--- src/gpm_pkg.sv ---
// gf2_poly_mul_mod package: default width, reset modulus, cell control struct
// and controller state codes. Depends on nothing.
`default_nettype none

package gpm_pkg;

   localparam int POLY_WIDTH_DEFAULT = 14;
   localparam int MODULUS_RESET      = 19;

   // control broadcast from the controller to every cell
   typedef struct packed {
      logic clear;
      logic step;
      logic load_a;
      logic add_en;
      logic fb;
   } gpm_ctrl_type;

   typedef enum logic [2:0] {
      ST_IDLE = 3'b001,
      ST_REDA = 3'b010,
      ST_MULB = 3'b100
   } gpm_state_type;

endpackage

`default_nettype wire

--- src/gpm_req_if.sv ---
// request channel: valid/ready with the two operand polynomials.
// Depends on gpm_pkg.
`default_nettype none

interface gpm_req_if #(
   parameter int POLY_WIDTH = gpm_pkg::POLY_WIDTH_DEFAULT
);
   logic                  valid;
   logic                  ready;
   logic [POLY_WIDTH-1:0] operand_a;
   logic [POLY_WIDTH-1:0] operand_b;

   modport source (output valid, output operand_a, output operand_b, input ready);
   modport sink   (input valid, input operand_a, input operand_b, output ready);
endinterface

`default_nettype wire

--- src/gpm_rsp_if.sv ---
// response channel: valid/ready with the reduced product.
// Depends on gpm_pkg.
`default_nettype none

interface gpm_rsp_if #(
   parameter int POLY_WIDTH = gpm_pkg::POLY_WIDTH_DEFAULT
);
   logic                  valid;
   logic                  ready;
   logic [POLY_WIDTH-2:0] remainder;

   modport source (output valid, output remainder, input ready);
   modport sink   (input valid, input remainder, output ready);
endinterface

`default_nettype wire

--- src/gpm_csr_if.sv ---
// configuration write channel: valid/ready with the modulus polynomial.
// Depends on gpm_pkg.
`default_nettype none

interface gpm_csr_if #(
   parameter int POLY_WIDTH = gpm_pkg::POLY_WIDTH_DEFAULT
);
   logic                  valid;
   logic                  ready;
   logic [POLY_WIDTH-1:0] modulus_poly;

   modport source (output valid, output modulus_poly, input ready);
   modport sink   (input valid, input modulus_poly, output ready);
endinterface

`default_nettype wire

--- src/gf2_poly_mul_mod.sv ---
// gf2_poly_mul_mod top level: controller, modulus register and the cell row.
// Depends on gpm_pkg, gpm_req_if, gpm_rsp_if, gpm_csr_if and gpm_cell.
//
// For each item the row of POLY_WIDTH-1 remainder cells first
// shifts operand_a in most significant bit first, one coefficient a cycle,
// leaving a mod m, then runs Horner steps over operand_b, one bit a cycle,
// with one conditional subtraction of the modulus per step. The result lands
// in an output register, so a new item is taken while it waits; the row
// holds its last step only if the previous result has not been taken yet.
// modulus_poly resets to x^4+x+1 and must be written only while idle; a
// zero modulus returns 0 and a degree-zero modulus returns 0.
`default_nettype none

module gf2_poly_mul_mod #(
   parameter int POLY_WIDTH = gpm_pkg::POLY_WIDTH_DEFAULT
) (
   input  wire       clock,
   input  wire       reset,
   gpm_req_if.sink   req_chan,
   gpm_rsp_if.source rsp_chan,
   gpm_csr_if.sink   csr_chan
);

   localparam int CW = $clog2(POLY_WIDTH);
   localparam int RW = POLY_WIDTH - 1;

   gpm_pkg::gpm_state_type state_ff, state_in;
   logic [CW-1:0]          cnt_ff, cnt_in;
   logic [POLY_WIDTH-1:0]  a_sh_ff, a_sh_in;
   logic [POLY_WIDTH-1:0]  b_sh_ff, b_sh_in;
   logic [POLY_WIDTH-1:0]  modulus_ff, modulus_in;
   logic [POLY_WIDTH-1:0]  top_ff, top_in;
   logic                   mzero_ff, mzero_in;
   logic                   rsp_valid_ff, rsp_valid_in;
   logic [RW-1:0]          remainder_ff, remainder_in;

   gpm_pkg::gpm_ctrl_type  ctrl;
   logic [RW-1:0]          r_q;
   logic [RW-1:0]          r_nx;
   logic [RW-1:0]          shift_vec;
   logic                   in_bit;
   logic                   out_free;
   logic                   req_acc;
   logic                   csr_acc;
   logic                   last;
   logic [POLY_WIDTH-1:0]  mod_src;
   logic [POLY_WIDTH-1:0]  fb_terms;

   assign req_acc  = req_chan.valid & req_chan.ready;
   assign csr_acc  = csr_chan.valid & csr_chan.ready;
   assign out_free = ~rsp_valid_ff | rsp_chan.ready;
   assign last     = (cnt_ff == '0);

   assign req_chan.ready  = (state_ff == gpm_pkg::ST_IDLE);
   assign csr_chan.ready  = 1'b1;
   assign rsp_chan.valid  = rsp_valid_ff;
   assign rsp_chan.remainder = remainder_ff;

   // modulus and one-hot mark of its leading coefficient
   always_comb begin
      mod_src = reset ? POLY_WIDTH'(gpm_pkg::MODULUS_RESET) : csr_chan.modulus_poly;
      for (int j = 0; j < POLY_WIDTH; j++) begin
         top_in[j] = mod_src[j] & ~(|(mod_src >> (j + 1)));
      end
      modulus_in = mod_src;
      mzero_in   = ~(|mod_src);
   end

   always_ff @(posedge clock) begin
      if (reset || csr_acc) begin
         modulus_ff <= modulus_in;
         top_ff     <= top_in;
         mzero_ff   <= mzero_in;
      end
   end

   // feedback: coefficient at the modulus degree after the shift
   assign in_bit = (state_ff == gpm_pkg::ST_REDA) ? a_sh_ff[POLY_WIDTH-1] : 1'b0;

   always_comb begin
      shift_vec[0] = in_bit;
      for (int i = 1; i < RW; i++) begin
         shift_vec[i] = r_q[i-1];
      end
      fb_terms[0] = top_ff[0] & in_bit;
      for (int j = 1; j < POLY_WIDTH; j++) begin
         fb_terms[j] = top_ff[j] & r_q[j-1];
      end
   end

   always_comb begin
      ctrl.clear  = req_acc;
      ctrl.step   = (state_ff == gpm_pkg::ST_REDA) ||
                    ((state_ff == gpm_pkg::ST_MULB) && (!last || out_free));
      ctrl.load_a = (state_ff == gpm_pkg::ST_REDA) && last;
      ctrl.add_en = (state_ff == gpm_pkg::ST_MULB) && b_sh_ff[POLY_WIDTH-1];
      ctrl.fb     = |fb_terms;
   end

   for (genvar i = 0; i < RW; i++) begin : g_cell
      gpm_cell u_cell (
         .clock    (clock),
         .reset    (reset),
         .ctrl     (ctrl),
         .shift_in (shift_vec[i]),
         .m_bit    (modulus_ff[i]),
         .r_out    (r_q[i]),
         .r_next   (r_nx[i])
      );
   end

   always_comb begin
      state_in     = state_ff;
      cnt_in       = cnt_ff;
      a_sh_in      = a_sh_ff;
      b_sh_in      = b_sh_ff;
      rsp_valid_in = rsp_valid_ff & ~rsp_chan.ready;
      remainder_in = remainder_ff;
      unique case (state_ff)
         gpm_pkg::ST_IDLE: begin
            if (req_acc) begin
               a_sh_in  = req_chan.operand_a;
               b_sh_in  = req_chan.operand_b;
               cnt_in   = CW'(POLY_WIDTH - 1);
               state_in = gpm_pkg::ST_REDA;
            end
         end
         gpm_pkg::ST_REDA: begin
            a_sh_in = a_sh_ff << 1;
            if (last) begin
               cnt_in   = CW'(POLY_WIDTH - 1);
               state_in = gpm_pkg::ST_MULB;
            end else begin
               cnt_in = cnt_ff - 1'b1;
            end
         end
         gpm_pkg::ST_MULB: begin
            if (!last) begin
               b_sh_in = b_sh_ff << 1;
               cnt_in  = cnt_ff - 1'b1;
            end else if (out_free) begin
               remainder_in = mzero_ff ? '0 : r_nx;
               rsp_valid_in = 1'b1;
               state_in     = gpm_pkg::ST_IDLE;
            end
         end
         default: begin
            state_in = gpm_pkg::ST_IDLE;
         end
      endcase
   end

   always_ff @(posedge clock) begin
      if (reset) begin
         state_ff     <= gpm_pkg::ST_IDLE;
         cnt_ff       <= '0;
         rsp_valid_ff <= 1'b0;
      end else begin
         state_ff     <= state_in;
         cnt_ff       <= cnt_in;
         rsp_valid_ff <= rsp_valid_in;
      end
      a_sh_ff      <= a_sh_in;
      b_sh_ff      <= b_sh_in;
      remainder_ff <= remainder_in;
   end

   a_accept_starts: assert property (@(posedge clock) disable iff (reset)
      req_acc |=> (state_ff == gpm_pkg::ST_REDA) && (cnt_ff == CW'(POLY_WIDTH - 1)))
      else $error("accepted item did not start operand reduction");

   a_reda_to_mulb: assert property (@(posedge clock) disable iff (reset)
      ((state_ff == gpm_pkg::ST_REDA) && last) |=>
      (state_ff == gpm_pkg::ST_MULB) && (cnt_ff == CW'(POLY_WIDTH - 1)))
      else $error("operand reduction did not hand over to multiply phase");

   a_result_source: assert property (@(posedge clock) disable iff (reset)
      $rose(rsp_valid_ff) |->
      $past(state_ff == gpm_pkg::ST_MULB) && $past(last) && (state_ff == gpm_pkg::ST_IDLE))
      else $error("result appeared without a finished multiply phase");

endmodule

`default_nettype wire

--- src/gpm_cell.sv ---
// one remainder cell: holds one coefficient of the running remainder and of
// the reduced first operand. Depends on gpm_pkg.
`default_nettype none

module gpm_cell (
   input  wire                   clock,
   input  wire                   reset,
   input  gpm_pkg::gpm_ctrl_type ctrl,
   input  wire                   shift_in,
   input  wire                   m_bit,
   output logic                  r_out,
   output logic                  r_next
);

   logic r_ff, r_in;
   logic a_ff, a_in;

   always_comb begin
      r_next = shift_in ^ (ctrl.fb & m_bit) ^ (ctrl.add_en & a_ff);
      r_in   = r_ff;
      a_in   = a_ff;
      if (ctrl.clear) begin
         r_in = 1'b0;
      end else if (ctrl.step) begin
         if (ctrl.load_a) begin
            a_in = r_next;
            r_in = 1'b0;
         end else begin
            r_in = r_next;
         end
      end
   end

   always_ff @(posedge clock) begin
      if (reset) begin
         r_ff <= 1'b0;
      end else begin
         r_ff <= r_in;
      end
      a_ff <= a_in;
   end

   assign r_out = r_ff;

endmodule

`default_nettype wire

--- src/flat_wrapper.sv ---
// flat-port wrapper written by rule: the top's interface ports become plain ports
module gf2_poly_mul_mod_flat 
#(
   parameter int POLY_WIDTH = gpm_pkg::POLY_WIDTH_DEFAULT
)
  (clock, reset, req_chan_valid, req_chan_operand_a, req_chan_operand_b, req_chan_ready, rsp_chan_valid, rsp_chan_remainder, rsp_chan_ready, csr_chan_valid, csr_chan_modulus_poly, csr_chan_ready);
  gpm_req_if #(.POLY_WIDTH(POLY_WIDTH)) req_chan_i ();
  gpm_rsp_if #(.POLY_WIDTH(POLY_WIDTH)) rsp_chan_i ();
  gpm_csr_if #(.POLY_WIDTH(POLY_WIDTH)) csr_chan_i ();
  input  wire clock;
  input  wire reset;
  input wire logic [$bits(req_chan_i.valid)-1:0] req_chan_valid;
  input wire logic [$bits(req_chan_i.operand_a)-1:0] req_chan_operand_a;
  input wire logic [$bits(req_chan_i.operand_b)-1:0] req_chan_operand_b;
  output wire logic [$bits(req_chan_i.ready)-1:0] req_chan_ready;
  output wire logic [$bits(rsp_chan_i.valid)-1:0] rsp_chan_valid;
  output wire logic [$bits(rsp_chan_i.remainder)-1:0] rsp_chan_remainder;
  input wire logic [$bits(rsp_chan_i.ready)-1:0] rsp_chan_ready;
  input wire logic [$bits(csr_chan_i.valid)-1:0] csr_chan_valid;
  input wire logic [$bits(csr_chan_i.modulus_poly)-1:0] csr_chan_modulus_poly;
  output wire logic [$bits(csr_chan_i.ready)-1:0] csr_chan_ready;
  assign req_chan_i.valid = req_chan_valid;
  assign req_chan_i.operand_a = req_chan_operand_a;
  assign req_chan_i.operand_b = req_chan_operand_b;
  assign req_chan_ready = req_chan_i.ready;
  assign rsp_chan_valid = rsp_chan_i.valid;
  assign rsp_chan_remainder = rsp_chan_i.remainder;
  assign rsp_chan_i.ready = rsp_chan_ready;
  assign csr_chan_i.valid = csr_chan_valid;
  assign csr_chan_i.modulus_poly = csr_chan_modulus_poly;
  assign csr_chan_ready = csr_chan_i.ready;
  gf2_poly_mul_mod #(.POLY_WIDTH(POLY_WIDTH)) u_core (.clock(clock), .reset(reset), .req_chan(req_chan_i), .rsp_chan(rsp_chan_i), .csr_chan(csr_chan_i));
endmodule
--- config.mk ---
export PLATFORM = sky130hd
export DESIGN_NAME = gf2_poly_mul_mod_flat
export DESIGN_NICKNAME = d
export VERILOG_FILES = /design/src/gpm_pkg.sv /design/src/gpm_req_if.sv /design/src/gpm_rsp_if.sv /design/src/gpm_csr_if.sv /design/src/gf2_poly_mul_mod.sv /design/src/gpm_cell.sv /design/src/flat_wrapper.sv
export SDC_FILE = /design/constraint.sdc
export NUM_CORES = 1
export LEC_CHECK = 0
export BUFFER_PORTS_ARGS = -buffer_cell sky130_fd_sc_hd__buf_4
export CELL_PAD_IN_SITES_DETAIL_PLACEMENT = 1
export CELL_PAD_IN_SITES_GLOBAL_PLACEMENT = 1
export CORE_UTILIZATION = 23
export CTS_BUF_LIST = sky130_fd_sc_hd__clkbuf_16
export DETAILED_ROUTE_END_ITERATION = 12
export PLACE_DENSITY = 0.58
export SYNTH_ARGS = -nofsm -noshare
export SYNTH_HDL_FRONTEND = slang
export SYNTH_HIERARCHICAL = 1
export SYNTH_SLANG_ARGS = --single-unit
--- constraint.sdc ---
create_clock -name clock -period 3 [get_ports clock]
set_input_delay 0.6 -clock clock [delete_from_list [all_inputs] [get_ports clock]]
set_output_delay 0.6 -clock clock [all_outputs]
set_load 0.05 [all_outputs]
=== Word level (Yosys, flattened, before mapping) ===
Cells that the tools add are included.

* Register bits: 103
* Bits of input ports: 47
* Output and inout port bits: 16
* Word-level logic and storage cells: 207

* $add $sub $neg: 1
* Equality and inequality tests: 8
* Muxes and demuxes: 32
* Bitwise gates (word level): 99
* Reductions and logical operators: 32

{| class="wikitable"
|+ Operator list
! cell !! number
|-
| $mux W14 || 4
|-
| $pmux W14 S2 || 2
|-
| $and A1 B1 Y1 || 55
|-
| $reduce_or A14 Y1 || 2
|-
| $xor A1 B1 Y1 || 26
|-
| $mux W1 || 17
|-
| $not A1 Y1 || 17
|-
| $reduce_or A13 Y1 || 1
|-
| $mux W3 || 4
|-
| $mux W4 || 3
|-
| $pmux W4 S3 || 1
|-
| $reduce_and A3 Y1 || 4
|-
| $reduce_or A12 Y1 || 1
|-
| $reduce_or A11 Y1 || 1
|-
| $reduce_or A10 Y1 || 1
|-
| $pmux W3 S3 || 1
|-
| $reduce_or A9 Y1 || 1
|-
| $reduce_or A8 Y1 || 1
|-
| $reduce_or A7 Y1 || 1
|-
| $ne A2 B1 Y1 const B || 3
|-
| $reduce_or A6 Y1 || 1
|-
| $reduce_or A5 Y1 || 1
|-
| $logic_not A4 Y1 || 1
|-
| $ne A2 B2 Y1 const B || 2
|-
| other kinds (15) || 21
|}

=== Depth between registers and ports, before layout ===
Gate-level depths: netlist of run 1.

* Depth after elaboration: 8
* Gate-level depth with buffers: 8
* Gate-level depth less buffers: 8

=== Hierarchy ===
Netlist of run 1, hierarchy kept.

{| class="wikitable"
|+ Modules (own cells, without submodules)
! module !! times used !! cells an instance !! area an instance (um2) !! seq. area each (um2)
|-
| gf2_poly_mul_mod || 1 || 257 || 3325.7 || 2232.1
|-
| gpm_cell || 13 || 14 || 141.4 || 50.0
|}

=== Worst setup path after synthesis of run 1 ===
OpenSTA, ideal clock, no wires.

* Path kind: reg2reg
* From: reg u_core.state_ff[2]
* To: reg u_core.g_cell[0].u_cell.r_ff
* Library setup time: 0.074 ns
* Arrival: 2.987 ns
* Setup slack: -0.061 ns
* Cell stages (with the launch flop): 8
* Path buffers: 2
* Cell sequence: dfxtp_1 -> or3b_1 -> buf_6 -> clkbuf_1 -> o21ai_0 -> nor2b_1 -> nand4_1 -> o211ai_2

{| class="wikitable"
|+ RTL lines
! element !! RTL line !! source
|-
| start: declaration || gf2_poly_mul_mod.sv:27 || <nowiki>gpm_pkg::gpm_state_type state_ff, state_in;</nowiki>
|-
| start signal: assignment || gf2_poly_mul_mod.sv:155 || <nowiki>state_ff <= gpm_pkg::ST_IDLE;</nowiki>
|-
| start signal: assignment || gf2_poly_mul_mod.sv:159 || <nowiki>state_ff <= state_in;</nowiki>
|-
| end signal: assignment || gpm_cell.sv:38 || <nowiki>r_ff <= r_in;</nowiki>
|-
| end: declaration || gpm_cell.sv:15 || <nowiki>logic r_ff, r_in;</nowiki>
|}

==> load_flow_metrics.sql, run 1 <==
INSERT INTO impl_metrics (metric_group, metric, value, unit) VALUES
('cts', 'ctsHtreeMaxLevel', '3', ''),
('timing', 'finalHoldViolCount', '0', ''),
('floorplan', 'die_x', '152', 'um'),
('synth', 'synth-warning-count', '6', ''),
('synth', 'synth-edff-count', '82', ''),
('floorplan', 'io-pin-count', '63', ''),
('global_routing', 'grt_pass1_vias', '4047', ''),
('drt', 'dr_total_vias', '3652', ''),
('drt', 'vias_per_cell', '4.59', ''),
('job', 'max_capacitance_violation_total', '0', ''),
('setup_path', 'critPathArrivalTime', '2.61', 'ns'),
('worst_hold_path', 'hold_path.class', 'in -> reg', ''),
('synth', 'syn-num-nets', '487', ''),
('drt', 'drt_first_pass_iters', '4', ''),
('cts', 'post_cts_hold_buffer_count', '0', ''),
('drt', 'routed_wire_length_per_instance', '16.7', 'um'),
('pwr', 'ir_drop', '258', 'uV'),
('synth', 'fraction_of_post_synthesis_cell_area_in_the_top_cell_type_by_area', '47.7', '%'),
('timing', 'grt_setup_unrepaired', 'no', ''),
('layout', 'fillCellCount', '2468', ''),
('synth', 'synthesis_stage_register_bit_count', '103', ''),
('cts', 'post-cts-setup-buffer-count', '0', ''),
('setup_path', 'setup.worst_path.start_class', 'register', ''),
('timing', 'final.setup_skew', '0.00943', 'ns'),
('global_routing', 'track_usage', '12.1', '%'),
('layout', 'antenna_cells_inserted', '0', ''),
('synth', 'yosysSeqAreaShare', '55.8', '%'),
('layout', 'fin_area', '6340', 'um^2'),
('synth', 'synth_most_common_cell', 'edfxtp_1', ''),
('cts', 'numClockSinks', '103', ''),
('synth', 'synth.lib_cells_used.distinct', '51', ''),
('cts', 'tritoncts', 'done', ''),
('cts', 'worstSkewPairLatency', '0.36', 'ns'),
('timing', 'fmaxAchievable', '0.395', 'GHz'),
('timing', 'share_of_the_cycle_needed_by_the_critical_path_after_routing', '84.3', '%'),
('timing', 'final-setup-viol-count', '0', ''),
('setup_path', 'worstSetupEndpointType', 'register', ''),
('floorplan', 'placeableCoreArea', '21900', 'um^2'),
('placed_design', 'postPlaceCellArea', '6000', 'um^2'),
('pwr', 'total_leakage_power', '2.52', 'nW'),
('cts', 'cts-buffers-inserted', '9', ''),
('cts', 'clockBufferDepth', '2', ''),
('floorplan', 'die_h', '152', 'um'),
('timing', 'timing.final.max_slew_violations', '0', ''),
('global_routing', 'largest_net_degree_at_the_start_of_global_routing', '41', ''),
('timing', 'setup_total_negative_slack', '0', 'ns'),
('floorplan', 'starting_density_of_the_core', '23.6', '%'),
('cts', 'cts_repair_resize_count', '0', ''),
('setup_path', 'worst-endpoint-required', '3.08', 'ns'),
('floorplan', 'die_area', '23100', 'um^2'),
('synth', 'synth_largest_area_cell', 'edfxtp_1', ''),
('setup_path', 'path_class', 'reg -> reg', ''),
('synth', 'postSynthCellCount', '439', ''),
('synth', 'area_of_the_mapped_netlist', '5160', 'um^2'),
('setup_path', 'critical_path.startpoint', 'u_core/top_ff[3]', ''),
('global_routing', 'grt.overflow.total', '0', ''),
('status', 'status', 'finished, final reports clean', ''),
('placed_design', 'gp_congestion', '0.699', ''),
('drt', 'drt-total-wl', '13300', 'um'),
('floorplan', 'std_cell_rows', '54', ''),
('synth', 'synthArstFlopShare', '0', '%'),
('layout', 'final_layout_size_suffix_gt1_share', '26.7', '%'),
('setup_path', 'crit-reg2reg-launch', 'u_core/top_ff[3]', ''),
('drt', 'drt_first_iter_violations', '168', ''),
('cts', 'clockRootBuffer', 'clkbuf_16', ''),
('drt', 'postRouteAntennaNets', '0', ''),
('placed_design', 'port-buffer-count', '61', ''),
('global_routing', 'grt_pass1_wl', '21700', 'um'),
('timing', 'maxSlewHeadroom', '52.9', '%'),
('worst_hold_path', 'timing.hold.worst.start', 'req_chan_operand_a[5]', ''),
('synth', 'ys_top_cells_by_count', 'edfxtp_1, nand2_1, nor2b_1, nor2_1, and3b_1', ''),
('global_routing', 'initial_antenna_violation_count', '0', ''),
('pwr', 'power_density', '514', 'nW/um^2'),
('timing', 'post-route-min-period', '2.53', 'ns'),
('layout', 'area_growth', '22.8', '%'),
('layout', 'finish.net_count', '559', ''),
('synth', 'average_instance_area_after_synthesis', '11.8', 'um^2'),
('drt', 'remaining_drc_errors', '0', ''),
('setup_path', 'critical_path_peak_fanout', '26', ''),
('synth', 'synth-main-ff-cell', 'edfxtp_1', ''),
('setup_path', 'timing.reg2reg.setup_slack', '0.47', 'ns'),
('cts', 'path_clk_slew', '0.08', 'ns'),
('placed_design', 'dpl.hpwl', '9140', 'um'),
('timing', 'worstMarginPinSlew', '0.706', 'ns'),
('synth', 'post_synth_main_area_contributors', 'edfxtp_1, dfxtp_1, nor2b_1, and3b_1, nand2_1', '');
==> final timing paths <==
path,end,depth (start not counted)
setup / recovery,u_core/rsp_chan.remainder[6],7
hold / removal,u_core/a_sh_ff[5],3
setup reg to reg,u_core/rsp_chan.remainder[6],7
hold reg to reg,u_core/a_sh_ff[1],2
==> critical path, stage by stage (launching register included) <==
cell      delay (ns)
edfxtp_1        0.38
a222oi_1        0.36
nand3_1         0.16
a211o_2         0.53
and3b_1         0.27
or2_4           0.27
xnor2_1         0.16
nor2b_1         0.14
==> where the power goes <==
part	total, W	switching, W	internal, W
logic	0.000244	0.000142	0.000102
clock network	0.00138	0.000556	0.000821
registers	0.00164	0.0000310	0.00161
==> per-layer routing <==
metal / GRT usage [%] / share of wire [%] / vias up
li1: - / - / 1783
met1: 14.1 / 42 / 1806
met2: 21.5 / 53 / 48
met3: 2.62 / 2.7 / 15
met4: 4.57 / 1.7 / 0
met5: 0 / 0 / -
==> cell type report <==
type                    instances  area (um^2)  share of cell area [%]
flip-flops and latches        103         2880                    45.4
multi-input cells             319         2210                    34.8
repair buffers                 71          533                    8.40
well taps                     280          350                    5.52
clock buffers                   9          225                    3.55
clock inverters                 7          120                    1.89
inverters                       7         26.3                   0.414
==> cell usage in the layout (no fill, tap or decap), drive strengths merged, types with 4 or more instances in the layout <==
| cell | count |
|---|---|
| a22oi | 5 |
| nand2 | 54 |
| a21oi | 4 |
| nand4 | 13 |
| and3b | 26 |
| or2 | 17 |
| dfxtp | 21 |
| inv | 8 |
| mux2 | 13 |
| and2 | 7 |
| nor2 | 27 |
| nor2b | 40 |
| a21boi | 13 |
| o2111ai | 13 |
| clkbuf | 9 |
| buf | 71 |
| xnor2 | 13 |
| or3b | 4 |
| nor3 | 6 |
| edfxtp | 82 |
| nand3b | 13 |
| o211ai | 15 |
==> cells by family (layout without fill, tap and decap cells) <==
logic type | after synthesis | in the layout | share of synthesized area (%)
adder cells (fa/ha/maj) | 1 | 1 | 0.242
AO/OA/AOI/OAI | 61 | 61 | 10.4
other | 1 | 1 | 0.0726
XOR/XNOR | 14 | 14 | 2.37
multiplexers | 14 | 14 | 3.03
flip-flops | 103 | 103 | 55.8
buffers and inverters | 17 | 94 | 1.48
AND/OR/NAND/NOR | 228 | 228 | 26.6
==> state kept, by name (all words and copies together), names as in the netlist <==
name / cells
u_core/modulus_ff: 13
u_core/a_sh_ff: 14
u_core/g_cell.u_cell/a_ff: 13
u_core/state_ff: 3
u_core/rsp_chan.remainder: 13
u_core/rsp_chan.valid: 1
u_core/g_cell.u_cell/r_out: 13
u_core/cnt_ff: 4
u_core/mzero_ff: 1
u_core/b_sh_ff: 14
u_core/top_ff: 14
==> through the flow <==
| stage | worst slack, ns | total power [W] | cells | hold WS, ns | util, % |
|---|---|---|---|---|---|
| 2_1_floorplan | 0.393 | 0.00180 | 439 | 0.465 | - |
| 3_3_place_gp | 0.345 | 0.00191 | 780 | 0.493 | 27.4 |
| 3_5_place_dp | 0.206 | 0.00192 | 780 | 0.503 | 27.4 |
| 4_1_cts | 0.192 | 0.00332 | 796 | 0.494 | 29.0 |
| 5_1_grt | 0.260 | 0.00339 | 796 | 0.513 | 29.0 |
| 6_report | 0.470 | 0.00326 | 796 | 0.512 | 29.0 |
No activity file was read; power rests on OpenSTA's default activity.
==> run 2: changes to the inputs <==
--- a/config.mk
+++ b/config.mk
@@ -11,7 +11,7 @@
 export CORE_UTILIZATION = 23
 export CTS_BUF_LIST = sky130_fd_sc_hd__clkbuf_16
 export DETAILED_ROUTE_END_ITERATION = 12
-export PLACE_DENSITY = 0.58
+export PLACE_DENSITY = 0.56
 export SYNTH_ARGS = -nofsm -noshare
 export SYNTH_HDL_FRONTEND = slang
 export SYNTH_HIERARCHICAL = 1
==> constraint.sdc (replaced) <==
create_clock -name clock -period 2.5 [get_ports clock]
set_input_delay 0.5 -clock clock [delete_from_list [all_inputs] [get_ports clock]]
set_output_delay 0.5 -clock clock [all_outputs]
set_load 0.05 [all_outputs]
==> run 2 against run 1 <==
Clock power fell by 7%. Largest power group unchanged. Maximum frequency rose by 8.9%. First-iteration DRC count fell by 26%. Clock skew fell by 0.0019 ns. Hold slack got worse by 0.097 ns. Die area did not move. Sequential share of layout area fell by 0.26 points.
==> load_flow_metrics.sql, run 2 (synthesis gave the netlist of run 1 again) <==
INSERT INTO impl_metrics (metric_group, metric, value, unit) VALUES
('status', 'status', 'finished, final reports clean', ''),
('setup_path', 'crit_buf_inv', '1', ''),
('cts', 'clockRootBuffer', 'clkbuf_16', ''),
('placed_design', 'gp_congestion', '0.740', ''),
('layout', 'layout_commonest_cell', 'edfxtp_1', ''),
('pwr', 'p_int', '0.00272', 'W'),
('drt', 'drt_first_pass_iters', '4', ''),
('drt', 'routed_wire_length_per_instance', '16.9', 'um'),
('timing', 'maxSlewHeadroom', '52.2', '%'),
('floorplan', 'std_cell_rows', '54', ''),
('layout', 'fin_area', '6380', 'um^2'),
('layout', 'largest_regs', 'u_core/a_sh_ff: 14 flops, u_core/b_sh_ff: 14 flops, u_core/top_ff: 14 flops', ''),
('timing', 'timing.final.max_slew_violations', '0', ''),
('pwr', 'share_comb_of_total_power', '8.6', '%'),
('timing', 'setup_total_negative_slack', '0', 'ns'),
('global_routing', 'initial_antenna_violation_count', '0', ''),
('setup_path', 'path_class', 'reg -> reg', ''),
('global_routing', 'grt.overflow.total', '0', ''),
('floorplan', 'io-pin-count', '63', ''),
('cts', 'ctsHtreeMaxLevel', '3', ''),
('floorplan', 'die_x', '152', 'um'),
('floorplan', 'placeableCoreArea', '21900', 'um^2'),
('drt', 'remaining_drc_errors', '0', ''),
('timing', 'finalHoldViolCount', '0', ''),
('placed_design', 'postPlaceCellArea', '6110', 'um^2'),
('pwr', 'ir_drop', '295', 'uV'),
('timing', 'final.setup_skew', '0.00754', 'ns'),
('cts', 'worstSkewPairLatency', '0.35', 'ns'),
('drt', 'dr_total_vias', '3742', ''),
('setup_path', 'critical_path_peak_fanout', '16', ''),
('setup_path', 'worstSetupEndpointType', 'register', ''),
('floorplan', 'die_area', '23100', 'um^2'),
('floorplan', 'die_h', '152', 'um'),
('global_routing', 'track_usage', '12.1', '%'),
('global_routing', 'largest_net_degree_at_the_start_of_global_routing', '40', ''),
('setup_path', 'critPathArrivalTime', '2.40', 'ns'),
('layout', 'postLayoutCoreUtil', '29.1', '%'),
('pwr', 'report.power.total', '0.00357', 'W'),
('layout', 'final_layout_size_suffix_gt1_share', '27.7', '%'),
('layout', 'mostFrequentLayoutCells', 'edfxtp_1, buf_4, nand2_1', ''),
('layout', 'finish.net_count', '570', ''),
('drt', 'postRouteAntennaNets', '0', ''),
('timing', 'worstMarginPinSlew', '0.717', 'ns'),
('placed_design', 'port-buffer-count', '61', ''),
('setup_path', 'slowest_stage', 'edfxtp_1', ''),
('pwr', 'share_seq_of_total_power', '55.2', '%'),
('timing', 'final-setup-viol-count', '0', ''),
('job', 'max_capacitance_violation_total', '0', ''),
('cts', 'tritoncts', 'done', ''),
('pwr', 'power_density', '559', 'nW/um^2'),
('timing', 'fmaxAchievable', '0.430', 'GHz'),
('floorplan', 'starting_density_of_the_core', '23.6', '%'),
('drt', 'drt-total-wl', '13600', 'um'),
('timing', 'grt_setup_unrepaired', 'no', ''),
('timing', 'fin_worst_hold_slack', '0.415', 'ns'),
('timing', 'share_of_the_cycle_needed_by_the_critical_path_after_routing', '92.9', '%'),
('worst_hold_path', 'hold_path.class', 'in -> reg', ''),
('cts', 'numClockSinks', '103', ''),
('global_routing', 'grt_pass1_wl', '21700', 'um'),
('setup_path', 'setup.worst_path.start_class', 'register', ''),
('layout', 'area_growth', '23.6', '%'),
('layout', 'antenna_cells_inserted', '0', ''),
('setup_path', 'crit_chain', 'a222oi_1 -> nand3_1 -> a211o_1 -> buf_4 -> and3b_1 -> or2_4 -> xnor2_1 -> nor2b_1', ''),
('pwr', 'power_switching_share', '23.7', '%'),
('timing', 'post-route-min-period', '2.32', 'ns'),
('drt', 'vias_per_cell', '4.64', ''),
('placed_design', 'dpl.hpwl', '9440', 'um'),
('pwr', 'net-switching-power', '0.000845', 'W'),
('cts', 'post_cts_hold_buffer_count', '0', ''),
('cts', 'path_clk_slew', '0.07', 'ns'),
('setup_path', 'crit_path_max_incr_delay', '0.36', 'ns'),
('global_routing', 'grt_pass1_vias', '4097', ''),
('cts', 'clockBufferDepth', '2', ''),
('cts', 'cts-buffers-inserted', '9', ''),
('setup_path', 'delay_heaviest_family_cp', 'simple AND/OR/NAND/NOR gates', ''),
('pwr', 'total_leakage_power', '2.55', 'nW'),
('setup_path', 'worst-endpoint-required', '2.57', 'ns'),
('pwr', 'power.share.clock', '36.2', '%'),
('drt', 'drt_first_iter_violations', '124', '');
==> run 2: final timing paths <==
check | from | endpoint | slack [ns] | cells past startpoint
worst max register to register | u_core/top_ff[3] | u_core/rsp_chan.remainder[4] | 0.18 | 8
worst min register to register | u_core/a_sh_ff[8] | u_core/a_sh_ff[9] | 0.52 | 2
worst min-delay path | req_chan_operand_a[2] | u_core/a_sh_ff[2] | 0.41 | 3
worst max-delay path | u_core/top_ff[3] | u_core/rsp_chan.remainder[4] | 0.18 | 8
==> run 2: through the flow <==
stage / std cells / setup slack (ns)
after global placement: 790 / 0.156
after floorplan: 439 / 0.0211
after global routing: 807 / 0.0133
after detailed placement: 790 / 0.0989
final: 807 / 0.177
after CTS: 806 / 0.0940
==> run 2: per-layer routing <==
metal | up-vias | wire, um | part of all wire, % | GRT usage, %
met5 | - | 0 | 0 | 0
met4 | 0 | 177 | 1.3 | 4.48
met3 | 12 | 371 | 2.7 | 2.51
met2 | 55 | 7340 | 54 | 22.4
met1 | 1875 | 5750 | 42 | 13.4
li1 | 1800 | - | - | -
==> run 2: worst reg2reg max path, cell delays in order, from the launching register on <==
cell	delay (ns)
edfxtp_1	0.36
a222oi_1	0.33
nand3_1	0.11
a211o_1	0.31
buf_4	0.21
and3b_1	0.20
or2_4	0.27
xnor2_1	0.14
nor2b_1	0.13
==> run 2: area by class of cell <==
type | count | area [um^2]
Clock buffer | 9 | 225
Clock inverter | 7 | 32.5
Fill cell | 2478 | 15500
Inverter | 7 | 26.3
Multi-Input combinational cell | 319 | 2210
Sequential cell | 103 | 2880
Tap cell | 280 | 350
Timing Repair Buffer | 82 | 653
==> run 2: power groups by stage <==
stage / logic [W] / clock network, W / registers (W)
2_1_floorplan: 0.000162 / 0 / 0.00199
3_3_place_gp: 0.000299 / 0 / 0.00200
3_5_place_dp: 0.000310 / 0 / 0.00201
4_1_cts: 0.000311 / 0.00136 / 0.00197
5_1_grt: 0.000339 / 0.00140 / 0.00198
6_report: 0.000306 / 0.00129 / 0.00197
==> run 2: repair_timing <==
action	in CTS	in global routing
endpoints found under the setup margin	0	8
buffers inserted	0	1
resized for setup	0	1
==> run 3: changes to the inputs <==
--- a/config.mk
+++ b/config.mk
@@ -5,13 +5,14 @@
 export SDC_FILE = /design/constraint.sdc
 export NUM_CORES = 1
 export LEC_CHECK = 0
+export ABC_AREA = 1
 export BUFFER_PORTS_ARGS = -buffer_cell sky130_fd_sc_hd__buf_4
 export CELL_PAD_IN_SITES_DETAIL_PLACEMENT = 1
 export CELL_PAD_IN_SITES_GLOBAL_PLACEMENT = 1
 export CORE_UTILIZATION = 23
 export CTS_BUF_LIST = sky130_fd_sc_hd__clkbuf_16
 export DETAILED_ROUTE_END_ITERATION = 12
-export PLACE_DENSITY = 0.56
+export PLACE_DENSITY = 0.58
 export SYNTH_ARGS = -nofsm -noshare
 export SYNTH_HDL_FRONTEND = slang
 export SYNTH_HIERARCHICAL = 1
==> run 3 against run 2 <==
Sequential power rose by 3%. Maximum frequency up 19%. Die area is 1.5% lower. Critical path depth up 7. Clock-buffer cell count did not move. Cell count is 19% higher. Sequential cell count did not move. Area after synthesis is 1.5% lower. Sequential share of layout area up 1.0 points. Combinational power up 79%. Hold slack got worse by 0.0067 ns. Worst setup slack gained 0.37 ns.
==> load_flow_metrics.sql, run 3 <==
INSERT INTO impl_metrics (metric_group, metric, value, unit) VALUES
('status', 'status', 'finished, final reports clean', ''),
('pwr', 'p_int', '0.00294', 'W'),
('pwr', 'share_comb_of_total_power', '13.7', '%'),
('job', 'max_capacitance_violation_total', '0', ''),
('drt', 'drt_first_iter_violations', '125', ''),
('synth', 'synthesis_stage_register_bit_count', '103', ''),
('placed_design', 'dpl.hpwl', '9000', 'um'),
('floorplan', 'io-pin-count', '63', ''),
('synth', 'synth_largest_area_cell', 'edfxtp_1', ''),
('cts', 'clockBufferDepth', '2', ''),
('placed_design', 'numPlacedInstances', '944', ''),
('synth', 'area_of_the_mapped_netlist', '5090', 'um^2'),
('pwr', 'ir_drop', '289', 'uV'),
('floorplan', 'die_h', '151', 'um'),
('synth', 'synth-edff-count', '82', ''),
('cts', 'post-cts-setup-buffer-count', '0', ''),
('global_routing', 'initial_antenna_violation_count', '0', ''),
('placed_design', 'port-buffer-count', '61', ''),
('pwr', 'power.share.clock', '35.4', '%'),
('cts', 'numClockSinks', '103', ''),
('cts', 'ctsHtreeMaxLevel', '3', ''),
('timing', 'grt_setup_unrepaired', 'no', ''),
('layout', 'layout_commonest_cell', 'nand2_1', ''),
('setup_path', 'critical_path_peak_fanout', '14', ''),
('synth', 'ys_top_cells_by_count', 'nand2_1, inv_1, edfxtp_1, nor2_1, nand3_1', ''),
('timing', 'post-route-min-period', '1.95', 'ns'),
('timing', 'final.setup.worst_slack', '0.551', 'ns'),
('drt', 'routed_wire_length_per_instance', '13.7', 'um'),
('floorplan', 'starting_density_of_the_core', '23.4', '%'),
('setup_path', 'setup.worst_path.start_class', 'register', ''),
('synth', 'average_instance_area_after_synthesis', '8.46', 'um^2'),
('timing', 'final-setup-viol-count', '0', ''),
('setup_path', 'worst-endpoint-required', '2.57', 'ns'),
('timing', 'final.setup_skew', '0.00858', 'ns'),
('pwr', 'power_switching_share', '26.3', '%'),
('timing', 'fin_worst_hold_slack', '0.408', 'ns'),
('global_routing', 'grt_pass1_vias', '3929', ''),
('layout', 'fin_area', '6250', 'um^2'),
('synth', 'synth.lib_cells_used.distinct', '29', ''),
('placed_design', 'dp_slack', '0.534', 'ns'),
('synth', 'synth_most_common_cell', 'nand2_1', ''),
('drt', 'drt_first_pass_iters', '4', ''),
('layout', 'postLayoutCoreUtil', '28.7', '%'),
('global_routing', 'grt_pass1_wl', '20900', 'um'),
('floorplan', 'die_area', '22700', 'um^2'),
('worst_hold_path', 'hold_path.class', 'in -> reg', ''),
('synth', 'synthArstFlopShare', '0', '%'),
('floorplan', 'placeableCoreArea', '21800', 'um^2'),
('synth', 'fraction_of_post_synthesis_cell_area_in_the_top_cell_type_by_area', '48.4', '%'),
('timing', 'maxSlewHeadroom', '51.4', '%'),
('pwr', 'share_seq_of_total_power', '50.9', '%'),
('timing', 'finalHoldViolCount', '0', ''),
('layout', 'seqCellArea', '2890', 'um^2'),
('layout', 'fillCellCount', '2606', ''),
('synth', 'post_synth_main_area_contributors', 'edfxtp_1, nand2_1, dfxtp_1, inv_1, nor2_1', ''),
('global_routing', 'largest_net_degree_at_the_start_of_global_routing', '40', ''),
('cts', 'cts-buffers-inserted', '9', ''),
('floorplan', 'std_cell_rows', '54', ''),
('layout', 'largest_regs', 'u_core/a_sh_ff: 14 flops, u_core/b_sh_ff: 14 flops, u_core/top_ff: 14 flops', ''),
('timing', 'share_of_the_cycle_needed_by_the_critical_path_after_routing', '78.0', '%'),
('pwr', 'power_density', '638', 'nW/um^2'),
('drt', 'remaining_drc_errors', '0', ''),
('synth', 'yosysSeqAreaShare', '56.7', '%'),
('synth', 'synth-warning-count', '6', ''),
('global_routing', 'track_usage', '12.4', '%'),
('drt', 'dr_total_vias', '3996', ''),
('layout', 'area_growth', '22.8', '%'),
('setup_path', 'path_class', 'reg -> reg', ''),
('cts', 'post_cts_hold_buffer_count', '0', ''),
('global_routing', 'grt.overflow.total', '0', ''),
('layout', 'finish.net_count', '723', ''),
('layout', 'multi_input_area', '1810', 'um^2'),
('layout', 'mostFrequentLayoutCells', 'nand2_1, inv_1, edfxtp_1', ''),
('layout', 'antenna_cells_inserted', '0', ''),
('timing', 'timing.final.max_slew_violations', '0', ''),
('synth', 'postSynthCellCount', '601', ''),
('setup_path', 'worstSetupEndpointType', 'register', ''),
('floorplan', 'die_x', '151', 'um'),
('layout', 'post_layout_nonfiller_instances', '960', ''),
('pwr', 'net-switching-power', '0.00105', 'W'),
('drt', 'vias_per_cell', '4.16', ''),
('synth', 'synth-main-ff-cell', 'edfxtp_1', ''),
('timing', 'fmaxAchievable', '0.513', 'GHz'),
('layout', 'final_layout_size_suffix_gt1_share', '23.2', '%'),
('synth', 'syn-num-nets', '649', ''),
('cts', 'path_clk_slew', '0.07', 'ns'),
('cts', 'tritoncts', 'done', ''),
('cts', 'worstSkewPairLatency', '0.35', 'ns'),
('drt', 'postRouteAntennaNets', '0', ''),
('placed_design', 'gp_congestion', '0.716', ''),
('timing', 'worstMarginPinSlew', '0.729', 'ns'),
('drt', 'drt-total-wl', '13100', 'um'),
('cts', 'cts_repair_resize_count', '0', ''),
('pwr', 'total_leakage_power', '2.66', 'nW'),
('cts', 'clockRootBuffer', 'clkbuf_16', ''),
('placed_design', 'postPlaceCellArea', '5960', 'um^2'),
('setup_path', 'critPathArrivalTime', '2.02', 'ns');
==> run 3: logic make-up (layout without fill, tap and decap cells) <==
| kind of cell | after synthesis | count (layout) | synth area share [%] |
|---|---|---|---|
| and+or+nand+nor | 358 | 358 | 30.2 |
| AOI/OAI and AO/OA | 37 | 37 | 4.80 |
| adders and majority gates | 1 | 1 | 0.246 |
| DFF | 103 | 103 | 56.7 |
| other | 1 | 1 | 0.0737 |
| buffers and inverters | 101 | 180 | 8.02 |
==> run 3: final timing paths <==
path,startpoint,to,slack [ns],cells after the start
setup / recovery,u_core/state_ff[2],u_core/rsp_chan.remainder[4],0.55,15
hold / removal,req_chan_operand_a[0],u_core/a_sh_ff[0],0.41,3
setup reg to reg,u_core/state_ff[2],u_core/rsp_chan.remainder[4],0.55,15
hold reg to reg,u_core/cnt_ff[1],u_core/cnt_ff[1],0.49,2
==> run 3: stage by stage <==
stage	total power (W)	setup TNS, ns
floorplan	0.00241	-10.16
global placement	0.00262	0
detailed placement	0.00263	0
CTS	0.00407	0
global route	0.00420	0
finish	0.00399	0
==> run 3: power by group through the flow <==
stage / sequential [W] / clock (W) / combinational, W
global route: 0.00204 / 0.00154 / 0.000622
floorplan: 0.00205 / 0 / 0.000360
CTS: 0.00203 / 0.00148 / 0.000564
global placement: 0.00207 / 0 / 0.000558
detailed placement: 0.00207 / 0 / 0.000562
finish: 0.00203 / 0.00141 / 0.000547
==> run 3: cell type report <==
class / instances / share of cell area [%]
repair buffers: 73 / 8.97
clock buffers: 9 / 3.60
inverters: 91 / 5.63
well taps: 280 / 5.61
clock inverters: 7 / 1.02
multi-input cells: 397 / 29.0
flip-flops and latches: 103 / 46.2
==> run 3: critical path, cell delays in order, from the launching register on <==
cell     delay, ns
dfxtp_2       0.34
inv_2         0.06
nand3_1       0.10
nor2_2        0.22
nand2_1       0.08
nand4_1       0.07
nor2_1        0.06
nand2_1       0.07
buf_4         0.21
nand2_1       0.08
nand2_1       0.08
nand2_1       0.05
nand2_1       0.06
nand2_2       0.07
inv_1         0.06
nor2_1        0.03
==> run 3: metal layers <==
layer	part of all wire [%]	global-route usage, %	vias up	routed length [um]
met5	0	0	-	0
li1	-	-	2047	-
met2	49	21.1	57	6370
met1	47	15.5	1882	6200
met3	3.4	3.24	10	442
met4	0.91	2.70	0	119
